[src/hw/rtl/scs_pkg.sv]
// ----------------------------------------------------------------------------
// Sine/cosine series package
// Shared widths, constants and the lane record that passes between cells.
// ----------------------------------------------------------------------------
package scs_pkg;

    localparam int TERMS_DEF = 10;
    localparam int FRAC_BITS = 28;
    localparam int ANGLE_W = 31;
    localparam int VALUE_W = 30;
    localparam int X2_W = 32;
    localparam int TERM_W = 32;
    localparam int SUM_W = 34;

    localparam logic signed [ANGLE_W-1:0] ANGLE_LIMIT = 31'sd843314857;
    localparam logic signed [SUM_W-1:0] ONE_Q = 34'sd268435456;

    typedef enum logic {
        FUNC_SIN = 1'b0,
        FUNC_COS = 1'b1
    } t_func;

    typedef struct packed {
        logic valid;
        logic func;
        logic err;
        logic [X2_W-1:0] x2;
        logic signed [TERM_W-1:0] term;
        logic signed [SUM_W-1:0] sum;
    } t_lane;

endpackage

[src/hw/rtl/scs_front.sv]
// ----------------------------------------------------------------------------
// Series front stage
// Checks the angle range, squares the angle and seeds the first term.
// ----------------------------------------------------------------------------
module scs_front
    import scs_pkg::*;
(
    input  logic                      i_clk,
    input  logic                      i_rst_n,
    input  logic                      i_en,
    input  logic                      i_valid,
    input  logic                      i_func,
    input  logic signed [ANGLE_W-1:0] i_angle,
    output t_lane                     o_lane
);

    logic r_valid;
    logic r_func;
    logic r_err;
    logic [2*ANGLE_W-1:0] r_sq;
    logic signed [TERM_W-1:0] r_term;

    logic signed [2*ANGLE_W-1:0] n_ext;
    logic signed [2*ANGLE_W-1:0] n_sq;
    logic signed [TERM_W-1:0] n_term;
    logic n_err;

    always_comb begin
        n_ext = {{ANGLE_W{i_angle[ANGLE_W-1]}}, i_angle};
        n_sq = n_ext * n_ext;
        n_err = (i_angle > ANGLE_LIMIT) || (i_angle < -ANGLE_LIMIT);
        if (i_func == FUNC_COS) begin
            n_term = TERM_W'(ONE_Q);
        end else begin
            n_term = {{(TERM_W-ANGLE_W){i_angle[ANGLE_W-1]}}, i_angle};
        end
    end

    always_ff @(posedge i_clk) begin
        if (!i_rst_n) begin
            r_valid <= 1'b0;
        end else if (i_en) begin
            r_valid <= i_valid;
        end
        if (i_en) begin
            r_func <= i_func;
            r_err <= n_err;
            r_sq <= n_sq;
            r_term <= n_term;
        end
    end

    always_comb begin
        o_lane.valid = r_valid;
        o_lane.func = r_func;
        o_lane.err = r_err;
        o_lane.x2 = r_sq[FRAC_BITS+X2_W-1:FRAC_BITS];
        o_lane.term = r_term;
        o_lane.sum = {{(SUM_W-TERM_W){r_term[TERM_W-1]}}, r_term};
    end

endmodule

[config.mk]
export PLATFORM = sky130hd
export DESIGN_NAME = scs_front
export DESIGN_NICKNAME = d
export VERILOG_FILES = /design/src/hw/rtl/scs_pkg.sv /design/src/hw/rtl/scs_front.sv
export SDC_FILE = /design/constraint.sdc
export NUM_CORES = 2
export LEC_CHECK = 0
export BUFFER_PORTS_ARGS = -buffer_cell sky130_fd_sc_hd__buf_2
export CAP_MARGIN = 20
export CORE_ASPECT_RATIO = 0.75
export CORE_UTILIZATION = 40
export DETAILED_ROUTE_END_ITERATION = 8
export PLACE_DENSITY = 0.61
export SLEW_MARGIN = 10
export SYNTH_ARGS = -nofsm -noshare
export SYNTH_HDL_FRONTEND = slang
export SYNTH_SLANG_ARGS = --single-unit
[constraint.sdc]
create_clock -name i_clk -period 16.85 [get_ports i_clk]
set_input_delay 0.8425 -clock i_clk [delete_from_list [all_inputs] [get_ports i_clk]]
set_output_delay 0.8425 -clock i_clk [all_outputs]
set_load 0.01 [all_outputs]
==> flow_metrics.tcl <==
set metrics [dict create \
    core_area_um2 79170 \
    io_pins 137 \
    min_to "r_valid" \
    reg2reg_from "r_valid" \
    critical_path_class "in -> reg" \
    ys_types 57 \
    first_iter_violations 1550 \
    fp.dieW_um 329.6 \
    cp_data_arrival_time_ps 9380 \
    postSynthCellCount 3261 \
    area_growth_pct 5.597 \
    num_vias 21055 \
    whs_path_depth 2 \
    gr-total-overflow 0 \
    synth_seq_cells 66 \
    wl_per_cell_um 19.71 \
    h-tree-depth 3 \
    skew_ps 0 \
    status "complete, no violations" \
    antenna_found_initial 3 \
    hold_path_startpoint "r_valid" \
    drv_cap 0 \
    cts_sinks 66 \
    clkSlewWorstSetupHoldPaths_ps 50 \
    cts-resized-gates 0 \
    cts_buffer_depth 2 \
    die_y_um 247.7 \
    fin_hold_ws_ps 515.9 \
    hold_viol_final 0 \
    min_period_ps 9331 \
    numCtsBuffers 9 \
    synth_flop_cell "edfxtp_1" \
    place_ws_ps 7169 \
    final_net_count 4438 \
    drcViolationCount 0 \
    yosys_warnings 0 \
    max-slew-margin-rel 0.3150 \
    yosysTopAreaCellShare 0.5740 \
    ant_nets 0 \
    drive_gt1_frac 0.05952 \
    grt_pass1_wl_mm 135.3 \
    cts_root_buffer "clkbuf_16" \
    cp_max_fo 54 \
    vias_per_cell 4.849 \
    post_cts_buffers 0 \
    cts_tree "built" \
    path_common_cell "fa_1" \
    max_freq_ghz 0.1072 \
    netlist.top_cell.by_area "fa_1" \
    report.final.slew_viol_count 0 \
    rsz0062_at_grt "no" \
    nFillCells 7695 \
    ys_seq_area_frac 0.06126 \
    crit_required_ps 16900 \
    firstDrtPassIters 5 \
    initial_utilization 0.4065 \
    first_global_vias 22825 \
    grt_use_total 0.2216 \
    syn_avg_cell_area_um2 9.871 \
    fp-row-count 89 \
    finalSetupViolCount 0 \
    syn_area_um2 32190 \
    gp_congestion 0.8983 \
    wirelength_mm 85.56 \
    rrSetupSlack_ps 16260 \
    cp-end-kind "flip-flop" \
    critPathMaxStageDelay_ps 970 \
    dp_hpwl_mm 68.48 \
    finalWorstSetupSlack_ps 7519 \
    tightest_slew_ps 1002 \
    reg2reg_to "r_valid" \
    worstSetupStartpointType "input pin" \
    async_reset_ff_frac 0 \
    insertion_delay_ps 350 \
    r2r_cells 2 \
    postCtsHoldBufs 0 \
    slowest_stage "fa_1" \
    syn_nets 4410 \
    synth-edff-count 65 \
    dieArea_um2 81620 \
    hold_class "reg -> reg" \
    grt_max_degree 67 \
    min_period_over_period 0.5538 \
    port_buffers 136 \
    tns_ps 0 \
    path_cells "buf_2 > buf_4 > nand2_1 > inv_1 > fa_1 > fa_1 > fa_1 > fa_1 > inv_1 > fa_1 > inv_1 > fa_1 > inv_1 > fa_1 > fa_1 > inv_1 > ha_1 > or2_2 > a21oi_1 > nor2_1 > a221oi_1 > nand2_1 > a21oi_1 > o311ai_0" \
    synth_area_leaders "fa_1 (57%), inv_1 (12%), ha_1 (7.4%)" \
]
how the worst max path moves through the flow:
stage / endpoint / slack, ps / start / cells past startpoint
floorplan: r_sq[57] / 8480 / i_angle[30] / 24
global placement: r_sq[57] / 7330 / i_angle[30] / 24
detailed placement: r_sq[57] / 7170 / i_angle[30] / 24
CTS: r_sq[57] / 7550 / i_angle[30] / 24
global route: r_sq[57] / 7020 / i_angle[30] / 24
finish: r_sq[57] / 7520 / i_angle[30] / 24
cell usage after synthesis (12+ instances only):
master and instances:
inv_1 1066, fa_1 923, nand2_1 324, ha_1 190, and2_1 140, clkbuf_1 106, nor2_1 68, edfxtp_1 65
a21oi_1 41, xnor2_1 40, nor2b_1 39, buf_4 38, o21ai_0 25, a21o_1 21, nand2b_1 17, xor2_1 15
and3_1 13, nand4_1 12
cells in the final DEF, fill, tap and decap left out, drive strengths merged, types with 4 or more instances in the layout:
cell,count
clkinv,6
ha,190
fa,923
nor2,68
a21oi,41
buf,167
and2,140
a2111oi,5
nor3,8
nand2,324
clkbuf,10
nor2b,39
and3,15
a21o,22
edfxtp,65
a31oi,10
nand2b,17
o21ai,26
o311ai,5
xor2,15
nor4,6
xnor2,40
nand3,9
a211oi,8
nand4,12
a211o,4
o21a,5
or2,4
inv,1070
layout make-up:
cell class                      count  area, µm²  area share
Antenna cell                        3      7.507   0.0002209
Clock buffer                       10      229.0    0.006736
Clock inverter                      5      46.29    0.001362
Inverter                         1072       4024      0.1184
Multi-Input combinational cell   1973      25490      0.7498
Sequential cell                    66       1972     0.05801
Tap cell                         1046       1309     0.03850
Timing Repair Buffer              167      915.9     0.02695
kinds of logic after synthesis:
| family | Yosys count | share of synthesized area |
|---|---|---|
| adders and majority gates | 1113 | 0.6479 |
| AOI/OAI and AO/OA | 152 | 0.03219 |
| and+or+nand+nor | 650 | 0.09574 |
| xor gates and xnor gates | 55 | 0.01497 |
| buffers and inverters | 1222 | 0.1469 |
| muxes | 3 | 0.001011 |
| DFF | 66 | 0.06126 |
metrics by stage:
stage,instance area [µm²],instances,utilization
3_3_place_gp,33710,4324,0.4257
3_5_place_dp,33710,4324,0.4257
5_1_grt,33980,4339,0.4292
2_1_floorplan,32190,3261,-
4_1_cts,33980,4339,0.4292
6_report,33990,4342,0.4293
layer usage:
layer / part of all wire / wire, µm / vias up / GRT usage
met3: 0.10 / 8775 / 56 / 0.05978
met1: 0.47 / 40160 / 10903 / 0.3335
li1: - / - / 9272 / -
met5: 0 / 0 / - / 0
met4: 0.011 / 923 / 0 / 0.02955
met2: 0.42 / 35710 / 824 / 0.3259
flip-flops by register name, indices dropped and copies added, names as in the netlist:
name	flops
r_sq	32
r_term	31
r_valid	1
r_err	1
r_func	1
critical path, delay by kind of cell:
family                   cells  cell delay [ps]
AND/OR/NAND/NOR              4              820
buffers and inverters        7             1520
adder cells (fa/ha/maj)      9             5000
AO/OA/AOI/OAI                4             1120
Power is not shown: default switching activity piles up to over one toggle a cycle in this logic, so the estimate is an artifact.
