### src/hw/rtl/scs_pkg.sv
// ----------------------------------------------------------------------------
// Sine/cosine series package
// Shared widths, constants and the lane record that passes between cells.
// ----------------------------------------------------------------------------
package scs_pkg;

    localparam int TERMS_DEF = 10;
    localparam int FRAC_BITS = 28;
    localparam int ANGLE_W = 31;
    localparam int VALUE_W = 30;
    localparam int X2_W = 32;
    localparam int TERM_W = 32;
    localparam int SUM_W = 34;

    localparam logic signed [ANGLE_W-1:0] ANGLE_LIMIT = 31'sd843314857;
    localparam logic signed [SUM_W-1:0] ONE_Q = 34'sd268435456;

    typedef enum logic {
        FUNC_SIN = 1'b0,
        FUNC_COS = 1'b1
    } t_func;

    typedef struct packed {
        logic valid;
        logic func;
        logic err;
        logic [X2_W-1:0] x2;
        logic signed [TERM_W-1:0] term;
        logic signed [SUM_W-1:0] sum;
    } t_lane;

endpackage

### src/hw/rtl/scs_cell.sv
// ----------------------------------------------------------------------------
// Series term cell
// Forms the next term from the previous one and adds it to the running sum.
// ----------------------------------------------------------------------------
module scs_cell
    import scs_pkg::*;
#(
    parameter int IDX = 1
) (
    input  logic  i_clk,
    input  logic  i_rst_n,
    input  logic  i_en,
    input  t_lane i_lane,
    output t_lane o_lane
);

    localparam int K_SIN = 2 * IDX;
    localparam int K_COS = 2 * IDX - 1;
    localparam int D_W = 11;
    localparam int N_W = 34;
    localparam int H_W = 17;
    localparam int M_W = 34;
    localparam int Q_W = 33;
    localparam logic [D_W-1:0] D_SIN = D_W'(K_SIN * (K_SIN + 1));
    localparam logic [D_W-1:0] D_COS = D_W'(K_COS * (K_COS + 1));
    localparam logic [M_W-1:0] M_SIN = M_W'((64'd1 << N_W) / (K_SIN * (K_SIN + 1)));
    localparam logic [M_W-1:0] M_COS = M_W'((64'd1 << N_W) / (K_COS * (K_COS + 1)));

    t_lane r_a, r_b, r_c, r_d, r_e;
    logic signed [64:0] r_prod;
    logic [H_W+M_W-1:0] r_ph, r_pl;
    logic [N_W-1:0] r_nb, r_nc, r_nd;
    logic r_negb, r_negc, r_negd;
    logic [Q_W-1:0] r_qc, r_qd;
    logic [N_W:0] r_qdp;

    logic signed [64:0] n_prod;
    logic signed [N_W:0] n_p;
    logic n_neg;
    logic [N_W-1:0] n_n;
    logic [M_W-1:0] n_m;
    logic [H_W+M_W+H_W:0] n_s;
    logic [D_W-1:0] n_dd;
    logic [Q_W+D_W-1:0] n_qdp;
    logic [D_W-1:0] n_de;
    logic [N_W:0] n_r;
    logic [Q_W-1:0] n_q;
    logic signed [TERM_W-1:0] n_term;

    always_comb begin
        n_prod = $signed({{33{i_lane.term[TERM_W-1]}}, i_lane.term})
               * $signed({33'b0, i_lane.x2});
        n_p = r_prod[FRAC_BITS+N_W:FRAC_BITS];
        n_neg = n_p[N_W];
        n_n = n_neg ? N_W'(-n_p) : N_W'(n_p);
        n_m = (r_a.func == FUNC_COS) ? M_COS : M_SIN;
        n_s = {r_ph, {H_W{1'b0}}} + (H_W+M_W+H_W+1)'(r_pl);
        n_dd = (r_c.func == FUNC_COS) ? D_COS : D_SIN;
        n_qdp = r_qc * (Q_W+D_W)'(n_dd);
        n_de = (r_d.func == FUNC_COS) ? D_COS : D_SIN;
        n_r = {1'b0, r_nd} - r_qdp;
        if (n_r >= (N_W+1)'({n_de, 1'b0})) begin
            n_q = r_qd + Q_W'(2);
        end else if (n_r >= (N_W+1)'(n_de)) begin
            n_q = r_qd + Q_W'(1);
        end else begin
            n_q = r_qd;
        end
        n_term = r_negd ? TERM_W'(n_q) : -TERM_W'(n_q);
    end

    always_ff @(posedge i_clk) begin
        if (!i_rst_n) begin
            r_a.valid <= 1'b0;
            r_b.valid <= 1'b0;
            r_c.valid <= 1'b0;
            r_d.valid <= 1'b0;
            r_e.valid <= 1'b0;
        end else if (i_en) begin
            r_a.valid <= i_lane.valid;
            r_b.valid <= r_a.valid;
            r_c.valid <= r_b.valid;
            r_d.valid <= r_c.valid;
            r_e.valid <= r_d.valid;
        end
        if (i_en) begin
            {r_a.func, r_a.err, r_a.x2, r_a.term, r_a.sum} <=
                {i_lane.func, i_lane.err, i_lane.x2, i_lane.term, i_lane.sum};
            {r_b.func, r_b.err, r_b.x2, r_b.term, r_b.sum} <=
                {r_a.func, r_a.err, r_a.x2, r_a.term, r_a.sum};
            {r_c.func, r_c.err, r_c.x2, r_c.term, r_c.sum} <=
                {r_b.func, r_b.err, r_b.x2, r_b.term, r_b.sum};
            {r_d.func, r_d.err, r_d.x2, r_d.term, r_d.sum} <=
                {r_c.func, r_c.err, r_c.x2, r_c.term, r_c.sum};
            r_e.func <= r_d.func;
            r_e.err <= r_d.err;
            r_e.x2 <= r_d.x2;
            r_e.term <= n_term;
            r_e.sum <= r_d.sum + {{(SUM_W-TERM_W){n_term[TERM_W-1]}}, n_term};
            r_prod <= n_prod;
            r_ph <= n_n[N_W-1:H_W] * n_m;
            r_pl <= n_n[H_W-1:0] * n_m;
            r_nb <= n_n;
            r_negb <= n_neg;
            r_qc <= n_s[N_W+Q_W-1:N_W];
            r_nc <= r_nb;
            r_negc <= r_negb;
            r_qd <= r_qc;
            r_qdp <= n_qdp[N_W:0];
            r_nd <= r_nc;
            r_negd <= r_negc;
        end
    end

    assign o_lane = r_e;

`ifndef NO_ASSERTIONS
    a_quot_low: assert property (@(posedge i_clk) disable iff (!i_rst_n)
        r_d.valid |-> (r_qdp <= {1'b0, r_nd}))
        else $error("quotient estimate exceeds the true quotient");
    a_quot_close: assert property (@(posedge i_clk) disable iff (!i_rst_n)
        r_d.valid |-> (n_r < (N_W+1)'(3 * n_de)))
        else $error("quotient estimate needs more than two corrections");
    a_sum_moves: assert property (@(posedge i_clk) disable iff (!i_rst_n)
        (i_en && r_d.valid) |=> (r_e.sum == $past(r_d.sum) + r_e.term))
        else $error("running sum does not take the new term");
`endif

endmodule

### config.mk
export PLATFORM = sky130hd
export DESIGN_NAME = scs_cell
export DESIGN_NICKNAME = d
export VERILOG_FILES = /design/src/hw/rtl/scs_pkg.sv /design/src/hw/rtl/scs_cell.sv
export SDC_FILE = /design/constraint.sdc
export NUM_CORES = 2
export LEC_CHECK = 0
export BUFFER_PORTS_ARGS = -buffer_cell sky130_fd_sc_hd__buf_2
export CAP_MARGIN = 20
export CELL_PAD_IN_SITES_DETAIL_PLACEMENT = 1
export CELL_PAD_IN_SITES_GLOBAL_PLACEMENT = 1
export CORE_UTILIZATION = 35
export CTS_BUF_LIST = sky130_fd_sc_hd__clkbuf_8
export DETAILED_ROUTE_END_ITERATION = 10
export HOLD_SLACK_MARGIN = 0.05
export PLACE_DENSITY = 0.58
export SLEW_MARGIN = 20
export SYNTH_ARGS = -nofsm -noshare
export SYNTH_HDL_FRONTEND = slang
export SYNTH_SLANG_ARGS = --single-unit
### constraint.sdc
create_clock -name i_clk -period 32.6 [get_ports i_clk]
set_clock_uncertainty 0.05 [all_clocks]
set_input_delay 6.52 -clock i_clk [delete_from_list [all_inputs] [get_ports i_clk]]
set_output_delay 6.52 -clock i_clk [all_outputs]
set_load 0.01 [all_outputs]
==> metrics.yaml <==
yosys:
  synth_top_area_share_pct: 29.8
  synth_compound_area_share_pct: 5.72
  synth_xor_area_share_pct: 3.49
  synth_area_leaders: "fa_1 (30%), edfxtp_1 (29%), ha_1 (12%)"
  synth_warnings: 0
  synth_area_per_cell_sq_um: 10.7
  yosys_register_bits: 694
  synth_edf_count: 689
  syn_inst: 6686
  synth-simple-area-share_pct: 11.8
  synth_top_flop_cell: "edfxtp_1"
  synth_adder_area_share_pct: 41.5
  synth_seq_area_share_pct: 29.0
  yosysTopAreaCell: "fa_1"
  synth_mux_area_share_pct: 0.309
  synthArstFlopShare_pct: 0
  synth_top_family_by_area: "adder cells"
  synth_cell_types: 103
  synthesis.area_sq_um: 71700
global_routing:
  use_met2_pct: 34.9
  use_met3_pct: 1.85
  antenna_found_initial: 19
  grt_pass1_wl_mm: 314
  grt-busiest-layer: "met2"
  grt_usage_pct: 20.0
  overflow: 0
  met1_usage_pct: 26.3
  grt_pass1_vias: 53000
  grt_max_degree: 174
worst_hold_path:
  hp-start: "r_b[33]"
  holdPathEnd: "r_c[33]"
  hold_depth: 0
  hp-class: "reg2reg"
critical_path:
  crit_top_cell: "fa_1"
  critical_path.max_fanout: 33
  critPathMaxStageDelay_ps: 700
  worstPathArrival_ps: 16280
  r2r_end: "r_ph[49]"
  start_kind: "input port"
  r2r_cells: 35
  criticalPathCategory: "in2reg"
  regToRegStartpoint: "r_prod[34]"
  required_ps: 33090
  reg2reg_slack_ps: 21270
  end_kind: "register"
  cpMaxStageDelayCell: "a2111oi_0"
placement:
  io_buffers: 204
  routabilityCongestion: 0.849
  hpwlAfterDp_mm: 154
timing:
  fmax_mhz: 63.3
  slew_headroom_pct: 25.1
  finalHoldViolCount: 0
  period_share_pct: 48.4
  period_needed_ps: 15790
  finalSetupTns_ps: 0
  slew_viol_final: 0
  rsz0062_at_grt: "no"
  setup_viol: 0
  worst_pin_slew_ps: 1120
die:
  pin_count: 205
  dieArea_sq_um: 207000
  die_h_um: 455
  fp-row-count: 165
  start_util_pct: 35.4
  die_x_um: 455
  coreArea_sq_um: 203000
cts:
  hold_buffers: 0
  cts_buffers: 112
  post_cts_buffers: 0
  cts.sinks: 694
  cts_tree: "built"
  clockBufferDepth: 3
  clockRootBuffer: "clkbuf_8"
  clk_latency_ps: 880
  cts_resized: 0
  htree_levels: 3
  path_clk_slew_ps: 60
detailed_routing:
  routed_wl_mm: 202
  ant_nets: 0
  dr.pass1.iters: 5
  routedWlPerCell_um: 21.1
  drt_iter0_drc: 2272
  routed_via_density: 4.94
  num_vias: 47500
  drc: 0
final_layout:
  num-nets-final: 8681
  final_cell_mix: "inv_1 (1338), fa_1 (1067), nand2_1 (893), edfxtp_1 (689), ha_1 (671)"
  syn_to_final_growth_pct: 8.70
  final_common_cell: "inv_1"
  drive_above_1_share_pct: 7.06
status:
  status: "finished clean"
run:
  cap_violations: 0
[per-layer routing]
layer,vias up,part of all wire [%],routed length (um)
met2,840,50,101000
met5,-,0,0
met1,24800,44,90000
met3,239,3.2,6510
met4,0,2.5,5020
li1,21600,-,-
[Yosys cell counts, drive strengths merged (34+ instances only)]
cell type and instances:
clkbuf 233, xnor2 187, inv 1311, nor2 176
xor2 99, and2 265, nand2 893, nand3 68
nand4 34, nor3 64, a21oi 175, o21a 43
fa 1067, nor2b 89, a21o 66, edfxtp 689
nand2b 49, ha 671, o21ai 113
[final cells by class]
type	instances	area, sq um
flip-flops and latches	694	20800
clock buffers	112	1540
clock inverters	92	659
diodes	9	22.5
repair buffers	272	1550
multi-input cells	4448	45100
inverters	1311	4920
fillers	22500	125000
well taps	2672	3340
[how the worst max path moves through the flow]
stage / end / start / slack (ps)
2_1_floorplan: r_prod[59] / i_lane[38] / 17780
3_3_place_gp: r_prod[61] / i_lane[82] / 16210
3_5_place_dp: r_prod[61] / i_lane[82] / 16030
4_1_cts: r_prod[61] / i_lane[82] / 16870
5_1_grt: r_prod[61] / i_lane[82] / 16280
6_report: r_prod[61] / i_lane[82] / 16810
[sequential cells by signal, indices dropped and copies added, names as in the netlist, 32 cells and up]
signal	flops
o_lane	101
r_a	69
r_b	69
r_c	69
r_d	69
r_ph	49
r_prod	35
r_nb	33
r_nc	33
r_nd	33
r_pl	33
r_qc	33
r_qdp	33
r_qd	32
[worst max-delay path, delay by kind of cell]
family / cells / cell delay (ps)
compound gates: 12 / 3340
simple gates: 4 / 630
xor+xnor: 1 / 80
fa+ha+maj: 9 / 4460
buf+inv: 7 / 1220
[through the flow]
step | utilization, % | std cells | setup WS, ps | cell area (sq um) | hold WS (ps)
5_1_grt | 38.4 | 9606 | 16280 | 77900 | 348
3_3_place_gp | 37.3 | 9397 | 16210 | 75700 | 350
3_5_place_dp | 37.3 | 9397 | 16030 | 75700 | 355
6_report | 38.4 | 9610 | 16810 | 77900 | 343
2_1_floorplan | - | 6694 | 17780 | 71700 | 350
4_1_cts | 38.4 | 9601 | 16870 | 77900 | 343
[kinds of logic (layout without fill, tap and decap cells)]
family,count (synthesis),count (layout)
xor+xnor,286,286
other cells,1,18
flops,694,694
mux,21,21
simple gates,1780,1780
buf+inv,1552,1787
compound gates,614,614
fa+ha+maj,1738,1738
Power is left out: the tool's default activity adds up to more than one toggle a clock period on the data nets, which glitch-free logic cannot reach.
