**config.mk**
```make
export PLATFORM = sky130hd
export DESIGN_NAME = scs_out
export DESIGN_NICKNAME = d
export VERILOG_FILES = /design/src/hw/rtl/scs_pkg.sv /design/src/hw/rtl/scs_out.sv
export SDC_FILE = /design/constraint.sdc
export NUM_CORES = 1
export LEC_CHECK = 0
export BUFFER_PORTS_ARGS = -buffer_cell sky130_fd_sc_hd__buf_4
export CAP_MARGIN = 20
export CORE_MARGIN = 2
export CORE_UTILIZATION = 31
export CTS_CLUSTER_DIAMETER = 30
export DETAILED_ROUTE_END_ITERATION = 10
export PLACE_DENSITY = 0.76
export SETUP_SLACK_MARGIN = 0.02
export SLEW_MARGIN = 25
export SYNTH_ARGS = -nofsm -noshare
export SYNTH_HDL_FRONTEND = slang
export SYNTH_SLANG_ARGS = --single-unit
export TNS_END_PERCENT = 10
```
**constraint.sdc**
```tcl
create_clock -name i_clk -period 1.5 [get_ports i_clk]
set_input_delay 0.15 -clock i_clk [delete_from_list [all_inputs] [get_ports i_clk]]
set_output_delay 0.15 -clock i_clk [all_outputs]
set_load 0.1 [all_outputs]
```
**src/hw/rtl/scs_pkg.sv**
```systemverilog
// ----------------------------------------------------------------------------
// Sine/cosine series package
// Shared widths, constants and the lane record that passes between cells.
// ----------------------------------------------------------------------------
package scs_pkg;

    localparam int TERMS_DEF = 10;
    localparam int FRAC_BITS = 28;
    localparam int ANGLE_W = 31;
    localparam int VALUE_W = 30;
    localparam int X2_W = 32;
    localparam int TERM_W = 32;
    localparam int SUM_W = 34;

    localparam logic signed [ANGLE_W-1:0] ANGLE_LIMIT = 31'sd843314857;
    localparam logic signed [SUM_W-1:0] ONE_Q = 34'sd268435456;

    typedef enum logic {
        FUNC_SIN = 1'b0,
        FUNC_COS = 1'b1
    } t_func;

    typedef struct packed {
        logic valid;
        logic func;
        logic err;
        logic [X2_W-1:0] x2;
        logic signed [TERM_W-1:0] term;
        logic signed [SUM_W-1:0] sum;
    } t_lane;

endpackage

```
**src/hw/rtl/scs_out.sv**
```systemverilog
// ----------------------------------------------------------------------------
// Series output stage
// Saturates the final sum, applies the range error and holds the result item.
// ----------------------------------------------------------------------------
module scs_out
    import scs_pkg::*;
(
    input  logic                      i_clk,
    input  logic                      i_rst_n,
    input  t_lane                     i_lane,
    input  logic                      i_ready,
    output logic                      o_en,
    output logic                      o_valid,
    output logic signed [VALUE_W-1:0] o_value,
    output logic                      o_range_error
);

    logic r_valid;
    logic signed [VALUE_W-1:0] r_value;
    logic r_err;
    logic signed [VALUE_W-1:0] n_value;

    assign o_en = !r_valid || i_ready;

    always_comb begin
        if (i_lane.err) begin
            n_value = '0;
        end else if (i_lane.sum > ONE_Q) begin
            n_value = VALUE_W'(ONE_Q);
        end else if (i_lane.sum < -ONE_Q) begin
            n_value = VALUE_W'(-ONE_Q);
        end else begin
            n_value = i_lane.sum[VALUE_W-1:0];
        end
    end

    always_ff @(posedge i_clk) begin
        if (!i_rst_n) begin
            r_valid <= 1'b0;
        end else if (o_en) begin
            r_valid <= i_lane.valid;
        end
        if (o_en) begin
            r_value <= n_value;
            r_err <= i_lane.err;
        end
    end

    assign o_valid = r_valid;
    assign o_value = r_value;
    assign o_range_error = r_err;

endmodule

```
==> key figures, run 1 <==
Job
  • MaxCap Viol Count: 0

Cells and area
  • Fin cells: 217
  • Util after Layout: 0.509
  • Antenna Cells: 0
  • Share of post-route cells with drive strength above 1: 0.527
  • Fill count: 367
  • NumNets Final: 270
  • Layout area overhead: 56.6%

Route
  • Drt drc: 0
  • Total Routed Length: 3.03 mm
  • Pre-antenna DRT Iters: 4
  • ANT nets after route: 0
  • Via count: 968
  • Vias per inst: 4.46
  • Routed WL per cell: 14.0 µm
  • DR iter-0 viols: 14

Global routing
  • Vias in the first global route: 976
  • Largest net degree at the start of global routing: 20
  • GRT Util Overall: 0.137
  • Congestion Overflow GR: 0
  • First-pass GRT wire length: 4.88 mm
  • Initial antenna violation count: 0

Worst setup path
  • R2r setup slk: 0.46 ns
  • Worst Setup SP: o_valid
  • Worst path required time: 1.35 ns
  • Worst EP arrival: 1.17 ns
  • Worst Setup EP: o_en
  • Worst setup path class: reg2out
  • Worst r2r path cells: 2
  • Crit end category: output port
  • Reg2reg start: o_valid
  • CP Launch Type: flip-flop
  • Worst R2R End: o_value[23]
  • Critical path peak fanout: 15

Floorplanning
  • Die height: 69.2 µm
  • Initial Util: 0.325
  • # IOs: 137
  • Core Area: 4060 µm²
  • Die Wd: 69.2 µm
  • DIE AREA: 4790 µm²
  • # rows: 23

Synth
  • Multiplexer share of the synthesized area: 0
  • Main synth FF type: edfxtp_1
  • Syn. warnings: 0
  • Post-Synth XOR/XNOR Area: 0
  • Largest family of logic cells by synthesized area: simple AND/OR/NAND/NOR gates
  • Post-synthesis compound-gate area fraction: 0.0474
  • Synth Area in Simple Gates: 0.212
  • Synth Area per Inst: 15.3 µm²
  • Post-synth EDFFs: 31
  • Synth Register Bits: 32
  • Share of flip-flops with an asynchronous set or reset after synthesis: 0
  • Most frequent cell after synthesis: edfxtp_1
  • Syn_nets: 190
  • Synth cell count leaders: edfxtp_1 (31), and2_1 (23), a21boi_0 (6), nor4_1 (6)
  • Synth Area in Adders: 0
  • Top cell type's share of synthesized area: 0.706
  • Mapped Cells: 86
  • Seq/Total Area, Yosys: 0.721
  • Post-synth top area cell: edfxtp_1
  • Distinct cells, synth: 18
  • Cell Area, Synth: 1320 µm²
  • Main area contributors after synthesis: edfxtp_1 (71%), and2_1 (11%), a21boi_0 (3.4%)

STA
  • Min Tclk post-route: 1.32 ns
  • Worst-margin pin slew: 0.324 ns
  • Endpoints failing setup: 0
  • Fmax achieved: 0.758 GHz
  • Clk_skew: 0.00343 ns
  • Slew margin rel.: 0.782
  • Setup_tns: 0 ns
  • Final-report hold violation count: 0
  • RSZ-0062 raised after global routing: false
  • Post-route clock period utilization: 0.880
  • Slew Viols, Final: 0

Clock network
  • Clk sinks: 32
  • Reg clk slew, reported paths: 0.06 ns
  • Setup bufs post-CTS: 0
  • CTS root buf: clkbuf_8
  • CTS Hold Bufs: 0
  • H-tree depth: 2
  • Worst-case clock buffer depth: 2
  • Clock tree from TritonCTS: yes
  • Clock latency on the worst-skew pair: 0.28 ns
  • PostCTS Resize Cnt: 0
  • CTS Buf Count: 5

Place
  • RePlAce Congestion: 0.725
  • DP Cell Count: 209
  • IO buf count: 71
  • Post-DP HPWL: 2.49 mm

Power
  • Sw Share: 0.301
  • Pwr dens: 1140 nW/µm²
  • Sequential power share: 0.438
  • Int Pwr: 1650 µW
  • LEAKAGE: 0.000928 µW
  • Psw: 711 µW
  • Max IR drop VDD: 656 µV
  • Clock power share: 0.337
  • Comb power frac: 0.225

Outcome
  • Outcome: complete, no violations

Min path
  • Worst Hold Class: in2reg
power groups by stage:
stage	combinational (µW)	sequential (µW)	clock [µW]
after CTS	534	1030	825
after detailed placement	534	1050	0
final	530	1030	796
after floorplan	41.0	1370	0
after global routing	550	1040	858
after global placement	530	1050	0
cells in the final DEF (no fill, tap or decap):
| master | netlist | layout |
|---|---|---|
| buf_12 | 0 | 2 |
| nand4_1 | 3 | 3 |
| inv_1 | 1 | 1 |
| o21bai_1 | 1 | 1 |
| clkbuf_1 | 0 | 1 |
| edfxtp_1 | 31 | 31 |
| nor4b_1 | 1 | 1 |
| nand2b_4 | 0 | 1 |
| o21ba_2 | 1 | 1 |
| clkbuf_8 | 0 | 5 |
| nand2_1 | 1 | 1 |
| clkinv_2 | 0 | 1 |
| a21boi_0 | 6 | 6 |
| buf_4 | 0 | 73 |
| nor4_1 | 6 | 6 |
| nor3b_2 | 1 | 1 |
| nor2_1 | 3 | 3 |
| or3_4 | 1 | 1 |
| nor4_2 | 1 | 1 |
| dfxtp_4 | 0 | 1 |
| nand2b_1 | 2 | 1 |
| and2_1 | 23 | 23 |
| nor2b_1 | 1 | 1 |
| bufinv_16 | 0 | 1 |
worst min path at each step:
stage	end	from	slack, ns	cells after the start
floorplan	o_range_error	i_lane[98]	0.25	0
global placement	o_range_error	i_lane[98]	0.38	1
detailed placement	o_range_error	i_lane[98]	0.38	1
CTS	o_range_error	i_lane[98]	0.08	1
global route	o_range_error	i_lane[98]	0.09	1
finish	o_range_error	i_lane[98]	0.09	1
critical path, stage by stage, from the launching register on:
cell,delay [ns]
dfxtp_4,0.35
nand2b_4,0.20
buf_4,0.34
state kept, by name, indices dropped and copies added, names as in the netlist:
register / flops
o_value: 30
o_range_error: 1
o_valid: 1
kinds of logic after synthesis:
kind of cell           Yosys count
buffers and inverters            3
AO/OA/AOI/OAI                    8
AND/OR/NAND/NOR                 43
flip-flops                      32
metrics by stage:
stage / cell area, µm² / power [µW] / setup slack [ns] / hold slack (ns)
floorplan: 1330 / 1410 / 0.179 / 0.249
global placement: 1960 / 1580 / -0.00500 / 0.375
detailed placement: 1960 / 1590 / -0.0846 / 0.379
CTS: 2070 / 2390 / 0.148 / 0.0806
global route: 2070 / 2450 / 0.100 / 0.0859
finish: 2070 / 2360 / 0.180 / 0.0914
layer usage:
layer | vias up | GRT usage | wire length, µm
met5 | - | 0 | 0
met4 | 0 | 0.0784 | 78
met3 | 5 | 0.0887 | 449
met2 | 60 | 0.201 | 1370
met1 | 422 | 0.150 | 1140
li1 | 481 | - | -
area by class of cell:
cell class | count | area, µm² | area share
clock buffer | 6 | 72.6 | 0.0351
clock inverter | 2 | 35.0 | 0.0170
inverter | 1 | 3.75 | 0.00182
multi-input combinational | 51 | 349 | 0.169
sequential | 32 | 955 | 0.462
tap | 50 | 62.6 | 0.0303
timing repair buffer | 75 | 588 | 0.285
Power figures use the tool's default switching activity.
==> run 2, diff against run 1 <==
--- a/config.mk
+++ b/config.mk
@@ -11,7 +11,7 @@
 export CORE_UTILIZATION = 31
 export CTS_CLUSTER_DIAMETER = 30
 export DETAILED_ROUTE_END_ITERATION = 10
-export PLACE_DENSITY = 0.76
+export PLACE_DENSITY_LB_ADDON = 0.08
 export SETUP_SLACK_MARGIN = 0.02
 export SLEW_MARGIN = 25
 export SYNTH_ARGS = -nofsm -noshare
==> key figures, run 2 (same netlist as run 1, synthesis figures left out) <==
Worst setup path
  • Critical path peak fanout: 22 (was 15)
  • CP Launch Type: flip-flop (unchanged)
  • Crit end category: output port (unchanged)
  • Worst setup path class: reg2out (unchanged)
  • Worst path required time: 1.35 ns (about the same)
  • CP top delay family: flip-flops (unchanged)
  • Worst EP arrival: 1.23 ns (was 1.17 ns)
  • Worst-path cell chain: nand2b_4, buf_4 (unchanged)
  • Worst Path Buf+Inv: 1 (unchanged)
  • CP max-delay cell: dfxtp_4 (unchanged)
  • Critical Path Max Stage Delay: 0.35 ns (about the same)

STA
  • Fmax achieved: 0.726 GHz (was 0.758 GHz)
  • Worst-margin pin slew: 0.353 ns (was 0.324 ns)
  • Clk_skew: 0.00369 ns (was 0.00343 ns)
  • Slew Viols, Final: 0 (unchanged)
  • Hold WS: 0.118 ns (was 0.0914 ns)
  • Min Tclk post-route: 1.38 ns (was 1.32 ns)
  • Post-route clock period utilization: 0.919 (was 0.880)
  • Final-report hold violation count: 0 (unchanged)
  • Worst setup margin: 0.122 ns (was 0.180 ns)
  • Endpoints failing setup: 0 (unchanged)
  • Slew margin rel.: 0.763 (was 0.782)
  • RSZ-0062 raised after global routing: false (unchanged)

Cells and area
  • Most frequent cells in the layout: buf_4 (75), edfxtp_1 (31), and2_1 (23) (was buf_4 (73), edfxtp_1 (31), and2_1 (23))
  • NumNets Final: 271 (was 270)
  • Fill count: 367 (unchanged)
  • Share of post-route cells with drive strength above 1: 0.521 (was 0.527)
  • Antenna Cells: 0 (unchanged)
  • Most common cell after layout, fill and taps aside: buf_4 (unchanged)
  • Largest register FFs: 30 (unchanged)
  • Layout area overhead: 53.9% (was 56.6%)

Route
  • Via count: 969 (was 968)
  • Drt drc: 0 (unchanged)
  • DR iter-0 viols: 100 (was 14)
  • Pre-antenna DRT Iters: 4 (unchanged)
  • Routed WL per cell: 13.5 µm (was 14.0 µm)
  • ANT nets after route: 0 (unchanged)
  • Total Routed Length: 2.93 mm (was 3.03 mm)
  • Vias per inst: 4.47 (was 4.46)

Global routing
  • Congestion Overflow GR: 0 (unchanged)
  • Largest net degree at the start of global routing: 24 (was 20)
  • Met1 Use GR: 0.157 (was 0.150)
  • Met3 usage: 0.0698 (was 0.0887)
  • Vias in the first global route: 1009 (was 976)
  • First-pass GRT wire length: 4.85 mm (was 4.88 mm)
  • Gr busiest metal: met2 (unchanged)
  • Initial antenna violation count: 0 (unchanged)
  • GRT Util Overall: 0.133 (was 0.137)
  • Met2 usage: 0.202 (was 0.201)

Place
  • Post-DP HPWL: 2.31 mm (was 2.49 mm)
  • DP Worst Slack: -0.152 ns (was -0.0846 ns)
  • RePlAce Congestion: 0.771 (was 0.725)
  • IO buf count: 71 (unchanged)

Floorplanning
  • Die height: 69.2 µm (unchanged)
  • DIE AREA: 4790 µm² (unchanged)
  • Initial Util: 0.325 (unchanged)
  • # rows: 23 (unchanged)
  • Die Wd: 69.2 µm (unchanged)
  • Core Area: 4060 µm² (unchanged)
  • # IOs: 137 (unchanged)

Clock network
  • CTS Hold Bufs: 0 (unchanged)
  • H-tree depth: 2 (unchanged)
  • PostCTS Resize Cnt: 0 (unchanged)
  • Reg clk slew, reported paths: 0.06 ns (about the same)
  • Clk sinks: 32 (unchanged)
  • Setup bufs post-CTS: 0 (unchanged)
  • Worst-case clock buffer depth: 2 (unchanged)
  • Clock tree from TritonCTS: yes (unchanged)
  • Clock latency on the worst-skew pair: 0.27 ns (was 0.28 ns)
  • CTS root buf: clkbuf_8 (unchanged)
  • CTS Buf Count: 5 (unchanged)

Power
  • Clock power share: 0.273 (was 0.337)
  • Comb power frac: 0.246 (was 0.225)
  • LEAKAGE: 0.000910 µW (was 0.000928 µW)
  • Psw: 687 µW (was 711 µW)
  • Max IR drop VDD: 553 µV (was 656 µV)
  • Sw Share: 0.320 (was 0.301)
  • Sequential power share: 0.481 (was 0.438)
  • Pwr dens: 1060 nW/µm² (was 1140 nW/µm²)
  • Int Pwr: 1460 µW (was 1650 µW)

Outcome
  • Outcome: complete, no violations (unchanged)

Min path
  • Worst Hold Class: in2reg (unchanged)

Job
  • MaxCap Viol Count: 0 (unchanged)
-- run 2: cell types whose count changed in the layout (fill, tap and decap cells not counted), sizes merged --
cell / previous run / this run
clkbuf: 6 / 5
clkinv: 1 / 2
bufinv: 1 / 0
buf: 75 / 76
-- run 2: power groups by stage --
stage / Sequential [µW] / Combinational, µW / Clock [µW]
finish: 1030 / 528 / 587
global route: 1040 / 547 / 650
CTS: 1040 / 533 / 607
detailed placement: 1050 / 532 / 0
global placement: 1050 / 530 / 0
floorplan: 1370 / 41.0 / 0
-- run 2: worst paths after layout --
kind,from,end,slack [ns],depth (start not counted)
worst max-delay path,o_valid,o_en,0.12,2
worst min-delay path,i_lane[100],o_valid,0.12,3
worst max register to register,o_valid,o_value[7],0.39,2
worst min register to register,o_valid,o_value[22],0.76,1
-- run 2: per-layer routing --
layer / vias to the layer above / part of all wire
li1: 480 / -
met5: - / 0
met4: 0 / 0.018
met3: 5 / 0.11
met1: 433 / 0.41
met2: 51 / 0.46
-- run 2: tightest hold or removal path: stages --
cell and delay [ns]:
buf_4 0.11, inv_1 0.04, a21boi_0 0.06
-- run 2: metrics by stage --
| stage | power, µW | utilization | TNS (ns) | instances | instance area (µm²) |
|---|---|---|---|---|---|
| after floorplan | 1410 | - | 0 | 86 | 1330 |
| after global placement | 1580 | 0.481 | -0.678 | 210 | 1950 |
| after detailed placement | 1590 | 0.481 | -0.702 | 210 | 1950 |
| after CTS | 2180 | 0.500 | 0 | 217 | 2030 |
| after global routing | 2240 | 0.500 | 0 | 217 | 2030 |
| final | 2150 | 0.500 | 0 | 217 | 2030 |
-- run 2: layout make-up --
class / count / area (µm²) / share of cell area
clock buffer: 5 / 68.8 / 0.0339
clock inverter: 2 / 7.51 / 0.00370
inverter: 1 / 3.75 / 0.00185
multi-input combinational: 51 / 349 / 0.172
sequential: 32 / 955 / 0.470
tap: 50 / 62.6 / 0.0308
timing repair buffer: 76 / 583 / 0.287
